$ cat src/design/sha1sh_pkg.sv
// Shared types, constants and round functions for the SHA-1 stream hasher.
package sha1sh_pkg;

   // Input word: command and message byte
   typedef struct packed {
      logic       command;
      logic [7:0] data_byte;
   } req_word_type;

   // Result word: one digest word and its last marker
   typedef struct packed {
      logic [31:0] digest_word;
      logic        last_word;
   } rsp_word_type;

   // Classified word handed from the front queue to the engine
   typedef struct packed {
      logic       finish;
      logic [7:0] data_byte;
   } cmd_word_type;

   // Command codes
   localparam logic CMD_APPEND = 1'b0;
   localparam logic CMD_FINISH = 1'b1;

   // Front queue depth
   localparam int QUEUE_DEPTH = 4;

   // Chaining word initial values
   localparam logic [31:0] INIT_H0 = 32'h67452301;
   localparam logic [31:0] INIT_H1 = 32'hefcdab89;
   localparam logic [31:0] INIT_H2 = 32'h98badcfe;
   localparam logic [31:0] INIT_H3 = 32'h10325476;
   localparam logic [31:0] INIT_H4 = 32'hc3d2e1f0;

   // Round constants
   localparam logic [31:0] ROUND_K0 = 32'h5a827999;
   localparam logic [31:0] ROUND_K1 = 32'h6ed9eba1;
   localparam logic [31:0] ROUND_K2 = 32'h8f1bbcdc;
   localparam logic [31:0] ROUND_K3 = 32'hca62c1d6;

   // Padding marker byte
   localparam logic [7:0] PAD_MARK = 8'h80;

   // Fill position where the length field starts
   localparam logic [5:0] LEN_POS = 6'd56;

   // Index of the last round in a block (rounds 0 to 79)
   localparam logic [6:0] LAST_ROUND = 7'd79;

   // Mixing function for a given round
   function automatic logic [31:0] round_f(input logic [6:0] rnd, input logic [31:0] b,
                                           input logic [31:0] c, input logic [31:0] d);
      logic [31:0] f;
      if (rnd < 7'd20) begin
         f = (b & c) | (~b & d);
      end else if (rnd >= 7'd40 && rnd < 7'd60) begin
         f = (b & c) | (b & d) | (c & d);
      end else begin
         f = b ^ c ^ d;
      end
      return f;
   endfunction

   // Additive constant for a given round
   function automatic logic [31:0] round_k(input logic [6:0] rnd);
      logic [31:0] k;
      if (rnd < 7'd20) begin
         k = ROUND_K0;
      end else if (rnd < 7'd40) begin
         k = ROUND_K1;
      end else if (rnd < 7'd60) begin
         k = ROUND_K2;
      end else begin
         k = ROUND_K3;
      end
      return k;
   endfunction

endpackage

$ cat src/design/sha1sh_front.sv
// Front queue: takes input words and hands them on classified to the engine.
module sha1sh_front #(
   parameter int Depth = sha1sh_pkg::QUEUE_DEPTH
) (
   input  logic                      clock,
   input  logic                      reset,
   input  logic                      push,
   input  sha1sh_pkg::req_word_type  push_word,
   output logic                      full,
   output logic                      q_valid,
   output sha1sh_pkg::cmd_word_type  q_word,
   input  logic                      q_pop
);

   localparam int PtrW = (Depth > 1) ? $clog2(Depth) : 1;
   localparam int CntW = $clog2(Depth + 1);
   localparam logic [PtrW-1:0] LastPtr = PtrW'(Depth - 1);
   localparam logic [CntW-1:0] FullCnt = CntW'(Depth);

   sha1sh_pkg::req_word_type mem_ff [Depth];
   logic [PtrW-1:0] wr_ptr_ff, wr_ptr_in;
   logic [PtrW-1:0] rd_ptr_ff, rd_ptr_in;
   logic [CntW-1:0] cnt_ff, cnt_in;
   logic            push_ok;
   logic            pop_ok;
   sha1sh_pkg::req_word_type head;

   assign full    = (cnt_ff == FullCnt);
   assign q_valid = (cnt_ff != '0);
   assign push_ok = push && !full;
   assign pop_ok  = q_pop && q_valid;

   // Classify the oldest word
   assign head             = mem_ff[rd_ptr_ff];
   assign q_word.finish    = (head.command == sha1sh_pkg::CMD_FINISH);
   assign q_word.data_byte = head.data_byte;

   // Advance pointers and count
   always_comb begin
      wr_ptr_in = wr_ptr_ff;
      rd_ptr_in = rd_ptr_ff;
      cnt_in    = cnt_ff;
      if (push_ok) begin
         wr_ptr_in = (wr_ptr_ff == LastPtr) ? '0 : wr_ptr_ff + 1'b1;
      end
      if (pop_ok) begin
         rd_ptr_in = (rd_ptr_ff == LastPtr) ? '0 : rd_ptr_ff + 1'b1;
      end
      if (push_ok && !pop_ok) begin
         cnt_in = cnt_ff + 1'b1;
      end else if (pop_ok && !push_ok) begin
         cnt_in = cnt_ff - 1'b1;
      end
   end

   always_ff @(posedge clock) begin
      if (reset) begin
         wr_ptr_ff <= '0;
         rd_ptr_ff <= '0;
         cnt_ff    <= '0;
      end else begin
         wr_ptr_ff <= wr_ptr_in;
         rd_ptr_ff <= rd_ptr_in;
         cnt_ff    <= cnt_in;
      end
   end

   // Store the incoming word
   always_ff @(posedge clock) begin
      if (push_ok) begin
         mem_ff[wr_ptr_ff] <= push_word;
      end
   end

endmodule

$ cat src/design/sha1sh_back.sv
// Hash engine: block buffer, padding sequencer, 80-round compression, digest output.
module sha1sh_back (
   input  logic                      clock,
   input  logic                      reset,
   input  logic                      q_valid,
   input  sha1sh_pkg::cmd_word_type  q_word,
   output logic                      q_pop,
   output logic                      rsp_empty,
   output sha1sh_pkg::rsp_word_type  rsp_word,
   input  logic                      rsp_pop
);

   // Engine states
   localparam logic [2:0] ST_IDLE  = 3'd0;
   localparam logic [2:0] ST_ROUND = 3'd1;
   localparam logic [2:0] ST_ADD   = 3'd2;
   localparam logic [2:0] ST_PAD   = 3'd3;
   localparam logic [2:0] ST_EMIT  = 3'd4;

   // Padding phases
   localparam logic [1:0] PH_MARK = 2'd0;
   localparam logic [1:0] PH_ZERO = 2'd1;
   localparam logic [1:0] PH_LEN  = 2'd2;
   localparam logic [1:0] PH_DONE = 2'd3;

   localparam logic [5:0] LAST_FILL = 6'd63;
   localparam logic [2:0] LAST_LEN  = 3'd7;
   localparam logic [2:0] LAST_EMIT = 3'd4;

   logic [2:0]   state_ff, state_in;
   logic [511:0] buf_ff, buf_in;
   logic [63:0]  bitcnt_ff, bitcnt_in;
   logic [5:0]   fill_ff, fill_in;
   logic [6:0]   rnd_ff, rnd_in;
   logic [1:0]   phase_ff, phase_in;
   logic [2:0]   len_idx_ff, len_idx_in;
   logic [2:0]   emit_idx_ff, emit_idx_in;
   logic         finish_ff, finish_in;
   logic [31:0]  a_ff, b_ff, c_ff, d_ff, e_ff;
   logic [31:0]  a_in, b_in, c_in, d_in, e_in;
   logic [31:0]  chain_ff [5];
   logic [31:0]  chain_in [5];

   logic         shift_en;
   logic [7:0]   shift_byte;
   logic [7:0]   len_byte;
   logic [31:0]  w0, w2, w8, w13, w_mix, w_next, t_sum;

   // Schedule window taps
   assign w0     = buf_ff[511:480];
   assign w2     = buf_ff[447:416];
   assign w8     = buf_ff[255:224];
   assign w13    = buf_ff[95:64];
   assign w_mix  = w13 ^ w8 ^ w2 ^ w0;
   assign w_next = {w_mix[30:0], w_mix[31]};

   // Round sum
   assign t_sum = {a_ff[26:0], a_ff[31:27]} + sha1sh_pkg::round_f(rnd_ff, b_ff, c_ff, d_ff)
                  + e_ff + w0 + sha1sh_pkg::round_k(rnd_ff);

   // Length byte, most significant first
   assign len_byte = bitcnt_ff[{LAST_LEN - len_idx_ff, 3'b000} +: 8];

   assign q_pop     = (state_ff == ST_IDLE) && q_valid;
   assign rsp_empty = (state_ff != ST_EMIT);
   assign rsp_word.digest_word = chain_ff[emit_idx_ff];
   assign rsp_word.last_word   = (emit_idx_ff == LAST_EMIT);

   always_comb begin
      state_in    = state_ff;
      buf_in      = buf_ff;
      bitcnt_in   = bitcnt_ff;
      fill_in     = fill_ff;
      rnd_in      = rnd_ff;
      phase_in    = phase_ff;
      len_idx_in  = len_idx_ff;
      emit_idx_in = emit_idx_ff;
      finish_in   = finish_ff;
      a_in = a_ff;
      b_in = b_ff;
      c_in = c_ff;
      d_in = d_ff;
      e_in = e_ff;
      for (int i = 0; i < 5; i++) begin
         chain_in[i] = chain_ff[i];
      end
      shift_en   = 1'b0;
      shift_byte = '0;

      case (state_ff)
         // Take a word: append a byte or start padding
         ST_IDLE: begin
            if (q_valid) begin
               if (q_word.finish) begin
                  finish_in  = 1'b1;
                  phase_in   = PH_MARK;
                  len_idx_in = '0;
                  state_in   = ST_PAD;
               end else begin
                  shift_en   = 1'b1;
                  shift_byte = q_word.data_byte;
                  bitcnt_in  = bitcnt_ff + 64'd8;
               end
            end
         end
         // Feed padding bytes into the buffer
         ST_PAD: begin
            case (phase_ff)
               PH_MARK: begin
                  shift_en   = 1'b1;
                  shift_byte = sha1sh_pkg::PAD_MARK;
                  phase_in   = PH_ZERO;
               end
               PH_ZERO: begin
                  if (fill_ff == sha1sh_pkg::LEN_POS) begin
                     phase_in = PH_LEN;
                  end else begin
                     shift_en   = 1'b1;
                     shift_byte = '0;
                  end
               end
               PH_LEN: begin
                  shift_en   = 1'b1;
                  shift_byte = len_byte;
                  len_idx_in = len_idx_ff + 1'b1;
                  if (len_idx_ff == LAST_LEN) begin
                     phase_in = PH_DONE;
                  end
               end
               default: begin
                  state_in = ST_EMIT;
               end
            endcase
         end
         // Run one round and slide the schedule window
         ST_ROUND: begin
            e_in   = d_ff;
            d_in   = c_ff;
            c_in   = {b_ff[1:0], b_ff[31:2]};
            b_in   = a_ff;
            a_in   = t_sum;
            buf_in = {buf_ff[479:0], w_next};
            rnd_in = rnd_ff + 1'b1;
            if (rnd_ff == sha1sh_pkg::LAST_ROUND) begin
               state_in = ST_ADD;
            end
         end
         // Fold the working words into the chain
         ST_ADD: begin
            chain_in[0] = chain_ff[0] + a_ff;
            chain_in[1] = chain_ff[1] + b_ff;
            chain_in[2] = chain_ff[2] + c_ff;
            chain_in[3] = chain_ff[3] + d_ff;
            chain_in[4] = chain_ff[4] + e_ff;
            if (!finish_ff) begin
               state_in = ST_IDLE;
            end else if (phase_ff == PH_DONE) begin
               state_in    = ST_EMIT;
               emit_idx_in = '0;
            end else begin
               state_in = ST_PAD;
            end
         end
         // Hand out digest words, then reinitialize
         ST_EMIT: begin
            if (rsp_pop) begin
               if (emit_idx_ff == LAST_EMIT) begin
                  emit_idx_in = '0;
                  finish_in   = 1'b0;
                  bitcnt_in   = '0;
                  fill_in     = '0;
                  chain_in[0] = sha1sh_pkg::INIT_H0;
                  chain_in[1] = sha1sh_pkg::INIT_H1;
                  chain_in[2] = sha1sh_pkg::INIT_H2;
                  chain_in[3] = sha1sh_pkg::INIT_H3;
                  chain_in[4] = sha1sh_pkg::INIT_H4;
                  state_in    = ST_IDLE;
               end else begin
                  emit_idx_in = emit_idx_ff + 1'b1;
               end
            end
         end
         default: begin
            state_in = ST_IDLE;
         end
      endcase

      // Shift a byte in; start compression on a full block
      if (shift_en) begin
         buf_in  = {buf_ff[503:0], shift_byte};
         fill_in = fill_ff + 1'b1;
         if (fill_ff == LAST_FILL) begin
            state_in = ST_ROUND;
            rnd_in   = '0;
            a_in     = chain_ff[0];
            b_in     = chain_ff[1];
            c_in     = chain_ff[2];
            d_in     = chain_ff[3];
            e_in     = chain_ff[4];
         end
      end
   end

   // Control and chaining state
   always_ff @(posedge clock) begin
      if (reset) begin
         state_ff    <= ST_IDLE;
         bitcnt_ff   <= '0;
         fill_ff     <= '0;
         rnd_ff      <= '0;
         phase_ff    <= PH_MARK;
         len_idx_ff  <= '0;
         emit_idx_ff <= '0;
         finish_ff   <= 1'b0;
         chain_ff[0] <= sha1sh_pkg::INIT_H0;
         chain_ff[1] <= sha1sh_pkg::INIT_H1;
         chain_ff[2] <= sha1sh_pkg::INIT_H2;
         chain_ff[3] <= sha1sh_pkg::INIT_H3;
         chain_ff[4] <= sha1sh_pkg::INIT_H4;
      end else begin
         state_ff    <= state_in;
         bitcnt_ff   <= bitcnt_in;
         fill_ff     <= fill_in;
         rnd_ff      <= rnd_in;
         phase_ff    <= phase_in;
         len_idx_ff  <= len_idx_in;
         emit_idx_ff <= emit_idx_in;
         finish_ff   <= finish_in;
         for (int i = 0; i < 5; i++) begin
            chain_ff[i] <= chain_in[i];
         end
      end
   end

   // Block buffer and working words
   always_ff @(posedge clock) begin
      buf_ff <= buf_in;
      a_ff   <= a_in;
      b_ff   <= b_in;
      c_ff   <= c_in;
      d_ff   <= d_in;
      e_ff   <= e_in;
   end

endmodule

$ cat src/design/sha1_stream_hash_top.sv
// Each byte is appended into the block buffer; each full 64-byte block adds 80 rounds and one fold.
// The engine takes no new byte while a block is compressed: a single shared round unit runs all rounds.
// Finish: the engine pads (a second block if the length does not fit) and compresses,
// then one digest word per pop, five in all; the next message starts after the fifth.
// Synchronous reset clears queue, counters and chaining words;
// the block buffer is not cleared.
module sha1_stream_hash_top #(
   parameter int QueueDepth = sha1sh_pkg::QUEUE_DEPTH
) (
   input  logic                     clock,
   input  logic                     reset,
   input  logic                     push,
   input  sha1sh_pkg::req_word_type req_word,
   output logic                     full,
   output logic                     empty,
   output sha1sh_pkg::rsp_word_type rsp_word,
   input  logic                     pop
);

   logic                     q_valid;
   logic                     q_pop;
   sha1sh_pkg::cmd_word_type q_word;

   // Accept and classify words
   sha1sh_front #(
      .Depth(QueueDepth)
   ) u_front (
      .clock    (clock),
      .reset    (reset),
      .push     (push),
      .push_word(req_word),
      .full     (full),
      .q_valid  (q_valid),
      .q_word   (q_word),
      .q_pop    (q_pop)
   );

   // Hash and emit digests
   sha1sh_back u_back (
      .clock    (clock),
      .reset    (reset),
      .q_valid  (q_valid),
      .q_word   (q_word),
      .q_pop    (q_pop),
      .rsp_empty(empty),
      .rsp_word (rsp_word),
      .rsp_pop  (pop)
   );

   // Engine drains the queue only while no digest is pending
   assert property (@(posedge clock) disable iff (reset) q_pop |-> empty)
      else $error("queue drained while digest pending");

   // A full queue always offers a word to the engine
   assert property (@(posedge clock) disable iff (reset) full |-> q_valid)
      else $error("queue full but no word offered");

   // Taking the last digest word ends the digest
   assert property (@(posedge clock) disable iff (reset)
                    (pop && !empty && rsp_word.last_word) |=> empty)
      else $error("digest continues after last word");

endmodule
$ cat config.mk
export PLATFORM = sky130hd
export DESIGN_NAME = sha1_stream_hash_top
export DESIGN_NICKNAME = d
export VERILOG_FILES = /design/src/design/sha1sh_pkg.sv /design/src/design/sha1sh_front.sv /design/src/design/sha1sh_back.sv /design/src/design/sha1_stream_hash_top.sv
export SDC_FILE = /design/constraint.sdc
export NUM_CORES = 2
export LEC_CHECK = 0
export ABC_AREA = 1
export CORE_MARGIN = 3
export CORE_UTILIZATION = 45
export DETAILED_ROUTE_END_ITERATION = 8
export DONT_BUFFER_PORTS = 1
export PLACE_DENSITY_LB_ADDON = 0.1
export SYNTH_ARGS = -nofsm -noshare
export SYNTH_HDL_FRONTEND = slang
export SYNTH_SLANG_ARGS = --single-unit
export TNS_END_PERCENT = 5
$ cat constraint.sdc
create_clock -name clock -period 14.63 [get_ports clock]
set_input_delay 2.926 -clock clock [delete_from_list [all_inputs] [get_ports clock]]
set_output_delay 2.926 -clock clock [all_outputs]
set_load 0.05 [all_outputs]
# After elaboration in Yosys (flattened, before gate mapping)
# Memory sizes are Yosys's and may differ from the RTL's. A register that Yosys moved wholly into a read port is not among the register bits.
# Cells that the tools add are included.
# Widths: inputs -> output; s select.
# word_totals
mem_count,2
inputBits,13
output_inout_bits,35
register_bits,768
word_cells,211
ram_bits,196
# op_classes
addsub,19
bitwise_logic,18
n_shift,1
mux,95
magnitude_cmp,4
n_reduce_logical,28
eq_ne,27
# mem_list
memory,depth,width,rd,rd_ports_with_merged_regs,wr,line,text
u_back.chain_ff,5,32,6,1,5,sha1sh_back.sv:41,logic [31:0] chain_ff [5];
u_front.mem_ff,4,9,1,1,1,sha1sh_front.sv:20,sha1sh_pkg::req_word_type mem_ff [Depth];
# op_table
operator,n
$mux 512,2
$mux 32,24
$mux 160,2
$pmux 160 s2,1
$add 32x32->32,9
$mux 64,4
$xor 32x32->32,5
$and 32x32->32,4
$pmux 64 s2,1
$or 32x32->32,3
$add 64x4->64 const B,1
$shiftx 64x7->8,1
$mux 3,21
$not 32->32,1
$pmux 8 s2,2
$mux 31,1
$mux 6,4
$mux 7,3
$mux 2,8
$mux 8,2
$reduce_bool 2->1,8
$pmux 3 s5,1
$lt 7x6->1 const B,2
$eq 3x3->1 const B,4
other kinds (36),78

# Logic depth before layout (Yosys ltp)
# depth
word_depth,12
mapped_depth,30
depth_no_buf,29

# By module
# A second synthesis with hierarchy kept.
# unflattened
hier_cells,8361
area_unflattened_um2,61107.4
# by_module_without_submodules
module,area_each_um2,instances,seq_area_each_um2,cells_per_inst
sha1sh_back,59153.0,1,23562.6,8205
sha1sh_front,1954.4,1,1261.2,156

# Worst setup path after synthesis
# Ideal clock, no wire load.
# synth_timing
path_type,register to register
from,reg u_back.phase_ff[0]
to,"reg u_back.buf_ff[0], enable pin"
t_required_ns,10.997
setup_time_ns,3.633
path_stages_with_launch,11
path_slack_ns,1.060
arrival_ns,9.937
path_buffers,2
synth_period_minus_slack_ns,13.570
cell_sequence,dfxtp_1 > inv_1 > ha_1 > nor2_1 > o21ai_0 > nand2_1 > nand2_2 > inv_2 > clkbuf_1 > clkbuf_1 > nand2_1
# synth_between
elab_chain_len,5
elab_cells_between_ends,7
cone_classes,eq/ne (2); mux (2); reduce/logical (3)
# synth_rtl
item,line,text
start: declaration,sha1sh_back.sv:35,"logic [1:0] phase_ff, phase_in;"
start signal: assignment,sha1sh_back.sv:225,phase_ff <= phase_in;
$eq 2x2->1 or $logic_not 2->1 (tied branches),sha1sh_back.sv:108,case (phase_ff)
$reduce_or 2->1 (no line),-,
$pmux 1 s2 (*),sha1sh_back.sv:108,
$pmux 1 s2 (*),sha1sh_back.sv:90,case (state_ff)
$reduce_bool 2->1 (no line) (*),-,
end signal: assignment,sha1sh_back.sv:237,buf_ff <= buf_in;
end: declaration,sha1sh_back.sv:31,"logic [511:0] buf_ff, buf_in;"
# Every way passes the cells marked *; elsewhere a longest branch is shown, timed or not.
# A chain may end at the register's enable or synchronous reset.

==> results_dict.tcl <==
set metrics [dict create \
    post_drt_wl_per_cell_um 23.00 \
    r2r_start "u_back.rnd_ff[5]" \
    worst-setup-path-type "register to output pin" \
    final_cell_mix "nand2_1 (3109), inv_1 (845), nor2_1 (639), edfxtp_1 (548), a21oi_1 (541)" \
    gp_congestion 1.026 \
    wirelength_um 231300 \
    htreeDepth 3 \
    synthToLayoutAreaGrowth_pct 9.007 \
    avgSynthCellArea_um2 7.280 \
    crit_path_end_kind "output pin" \
    synth_cell_type_count 48 \
    ios 48 \
    dp_hpwl_um 172300 \
    slowest_delay_ns 0.98 \
    ys_async_sr_fraction_pct 0 \
    initial_core_util_pct 45.67 \
    hold_end "u_back.fill_ff[3]" \
    grt_overflow 0 \
    drtAntennaViolNets 0 \
    grt_pass1_vias 52520 \
    clkSinkCount 966 \
    clk_latency_ns 0.77 \
    clockRootBuffer "clkbuf_16" \
    ctsLongestPathBuffers 3 \
    dr.pass1.iters 7 \
    r2r_cells 25 \
    tightest_slew_ns 1.183 \
    drc 0 \
    die_h_um 372.9 \
    holdPathStages 2 \
    skew_ns 0.07092 \
    cts_resized 0 \
    cts_buffers 112 \
    ys.flop_type "edfxtp_1" \
    cp.arrival_ns 3.38 \
    ys_ff_latch 966 \
    grt_use_total_pct 32.35 \
    syn_area_um2 60570 \
    drt_iter0_drc 6934 \
    synth-edff-count 548 \
    outcome "finished, final reports clean" \
    grt_pass1_wl_um 342000 \
    die_width_um 372.9 \
    yosys.area.top_type_share_pct 27.17 \
    fmax_mhz 158.5 \
    critPathRequiredTime_ns 11.70 \
    holdBufCountCts 0 \
    syn_inst 8320 \
    ys_seq_area_share_pct 40.98 \
    crit_chain "buf_4 > buf_4 > o211ai_1 > a31oi_1" \
    crit_top_cell "buf_4" \
    vias_per_cell 5.621 \
    slew_headroom_pct 20.78 \
    final_layout_size_suffix_gt1_share_pct 3.699 \
    rsz0062_at_grt "false" \
    nFillCells 13300 \
    grt_max_degree 248 \
    synth.area.top_cells "edfxtp_1 (27%), nand2_1 (19%), dfxtp_1 (14%)" \
    grt_antenna_before_repair 6 \
    final_common_cell "nand2_1" \
    worstPathMaxFanout 47 \
    layout.nets 8578 \
    worstSetupStartpointType "register" \
    final_max_slew_viol_count 0 \
    fin_tns_setup_ns 0 \
    finalCritPeriodShare_pct 43.13 \
    post_cts_buffers 0 \
    yosysWarningCount 0 \
    cts_tree "yes" \
    coreArea_um2 132600 \
    vias 56530 \
    finalCriticalPeriod_ns 6.309 \
    reg2reg_to "u_back.a_ff[29]" \
    yosys.area.top_type "edfxtp_1" \
    finalSetupViolations 0 \
    port_buffers 0 \
    drv_cap 0 \
    hold_viol 0 \
    rows 133 \
    hold_start "u_back.fill_ff[3]" \
    hp-class "register to register" \
    clk_pin_slew_worst_paths_ns 0.07 \
    synth_nets 8696 \
    dieArea_um2 139000 \
    cp_slowest_cell "a31oi_1" \
    reg2reg_slack_ns 8.85 \
]
[kinds of logic (layout without fill, tap and decap cells)]
group / count (synthesis) / count (layout) / synth area share, %
AO/OA/AOI/OAI: 1273 / 1273 / 11.39
XOR/XNOR: 141 / 141 / 2.039
adder cells (fa/ha/maj): 363 / 363 / 9.048
buffers and inverters: 1172 / 1152 / 7.439
flip-flops: 966 / 966 / 40.98
multiplexers: 3 / 3 / 0.05164
other: 0 / 2 / 0
AND/OR/NAND/NOR: 4402 / 4402 / 29.05
[worst max-delay path: cells and delay by family (launching register included)]
kind | cells | cell delay, ns
buf+inv | 2 | 1.02
compound gates | 2 | 1.14
flops | 1 | 0.42
[metrics by stage]
step                      util [%]  worst slack (ns)  hold slack, ns  cells  cell area (um2)
after floorplan                  -             1.060          0.4409   8320            60570
after global placement       46.91             8.940          0.4424   9843            62220
after detailed placement     46.91             8.927          0.4536   9843            62220
after CTS                    49.78             8.351          0.4623  10060            66020
after global routing         49.78             8.180          0.4859  10060            66020
final                        49.78             8.321          0.4573  10060            66020
[worst max-delay path by stage]
stage	to	slack, ns	cells past startpoint
6_report	rsp_word[24]	8.32	4
5_1_grt	rsp_word[24]	8.18	6
3_3_place_gp	u_back.a_ff[29]	8.94	25
3_5_place_dp	u_back.a_ff[29]	8.93	25
2_1_floorplan	u_back.buf_ff[0]	1.06	10
4_1_cts	rsp_word[24]	8.35	4
[flip-flops by register name, indices dropped and copies added, names as in the netlist, named ones only]
name,flops
u_back.e_ff,32
u_back.len_idx_ff,3
u_front.rd_ptr_ff,2
u_back.buf_ff,512
u_back.rnd_ff,7
u_back.fill_ff,6
u_back.d_ff,32
u_back.chain_ff,160
u_back.c_ff,32
u_front.cnt_ff,3
u_back.bitcnt_ff,61
u_back.b_ff,32
u_front.mem_ff,36
u_front.wr_ptr_ff,2
u_back.phase_ff,2
u_back.finish_ff,1
u_back.a_ff,32
u_back.emit_idx_ff,3
u_back.state_ff,3
[routing by layer]
layer  up-vias  routed length, um  GRT usage [%]
li1      26860                  -              -
met1     26870             105100          47.58
met2      2331              94850          47.12
met3       469              18860          4.538
met4         2              12470          14.47
met5         -                 13              0
[cells in the mapped netlist (all sizes together) (128+ instances only)]
cell and number:
inv 853, ha 238, nand4 128, a21oi 543
clkbuf 221, o21ai 456, dfxtp 418, nor2 642
nand2 3115, nand3 379, a31oi 132, edfxtp 548
[area by class of cell]
class / instances / area [um2] / share of cell area (%)
antenna: 2 / 5.005 / 0.007580
inverter: 858 / 3233 / 4.897
clock buffer: 137 / 2977 / 4.508
multi-input combinational: 6182 / 31320 / 47.43
timing repair buffer: 82 / 644.4 / 0.9760
sequential: 966 / 24830 / 37.61
tap: 1755 / 2196 / 3.326
clock inverter: 75 / 825.8 / 1.251
Power is not shown: default switching activity piles up to over one toggle a cycle in this logic, so the estimate is an artifact.
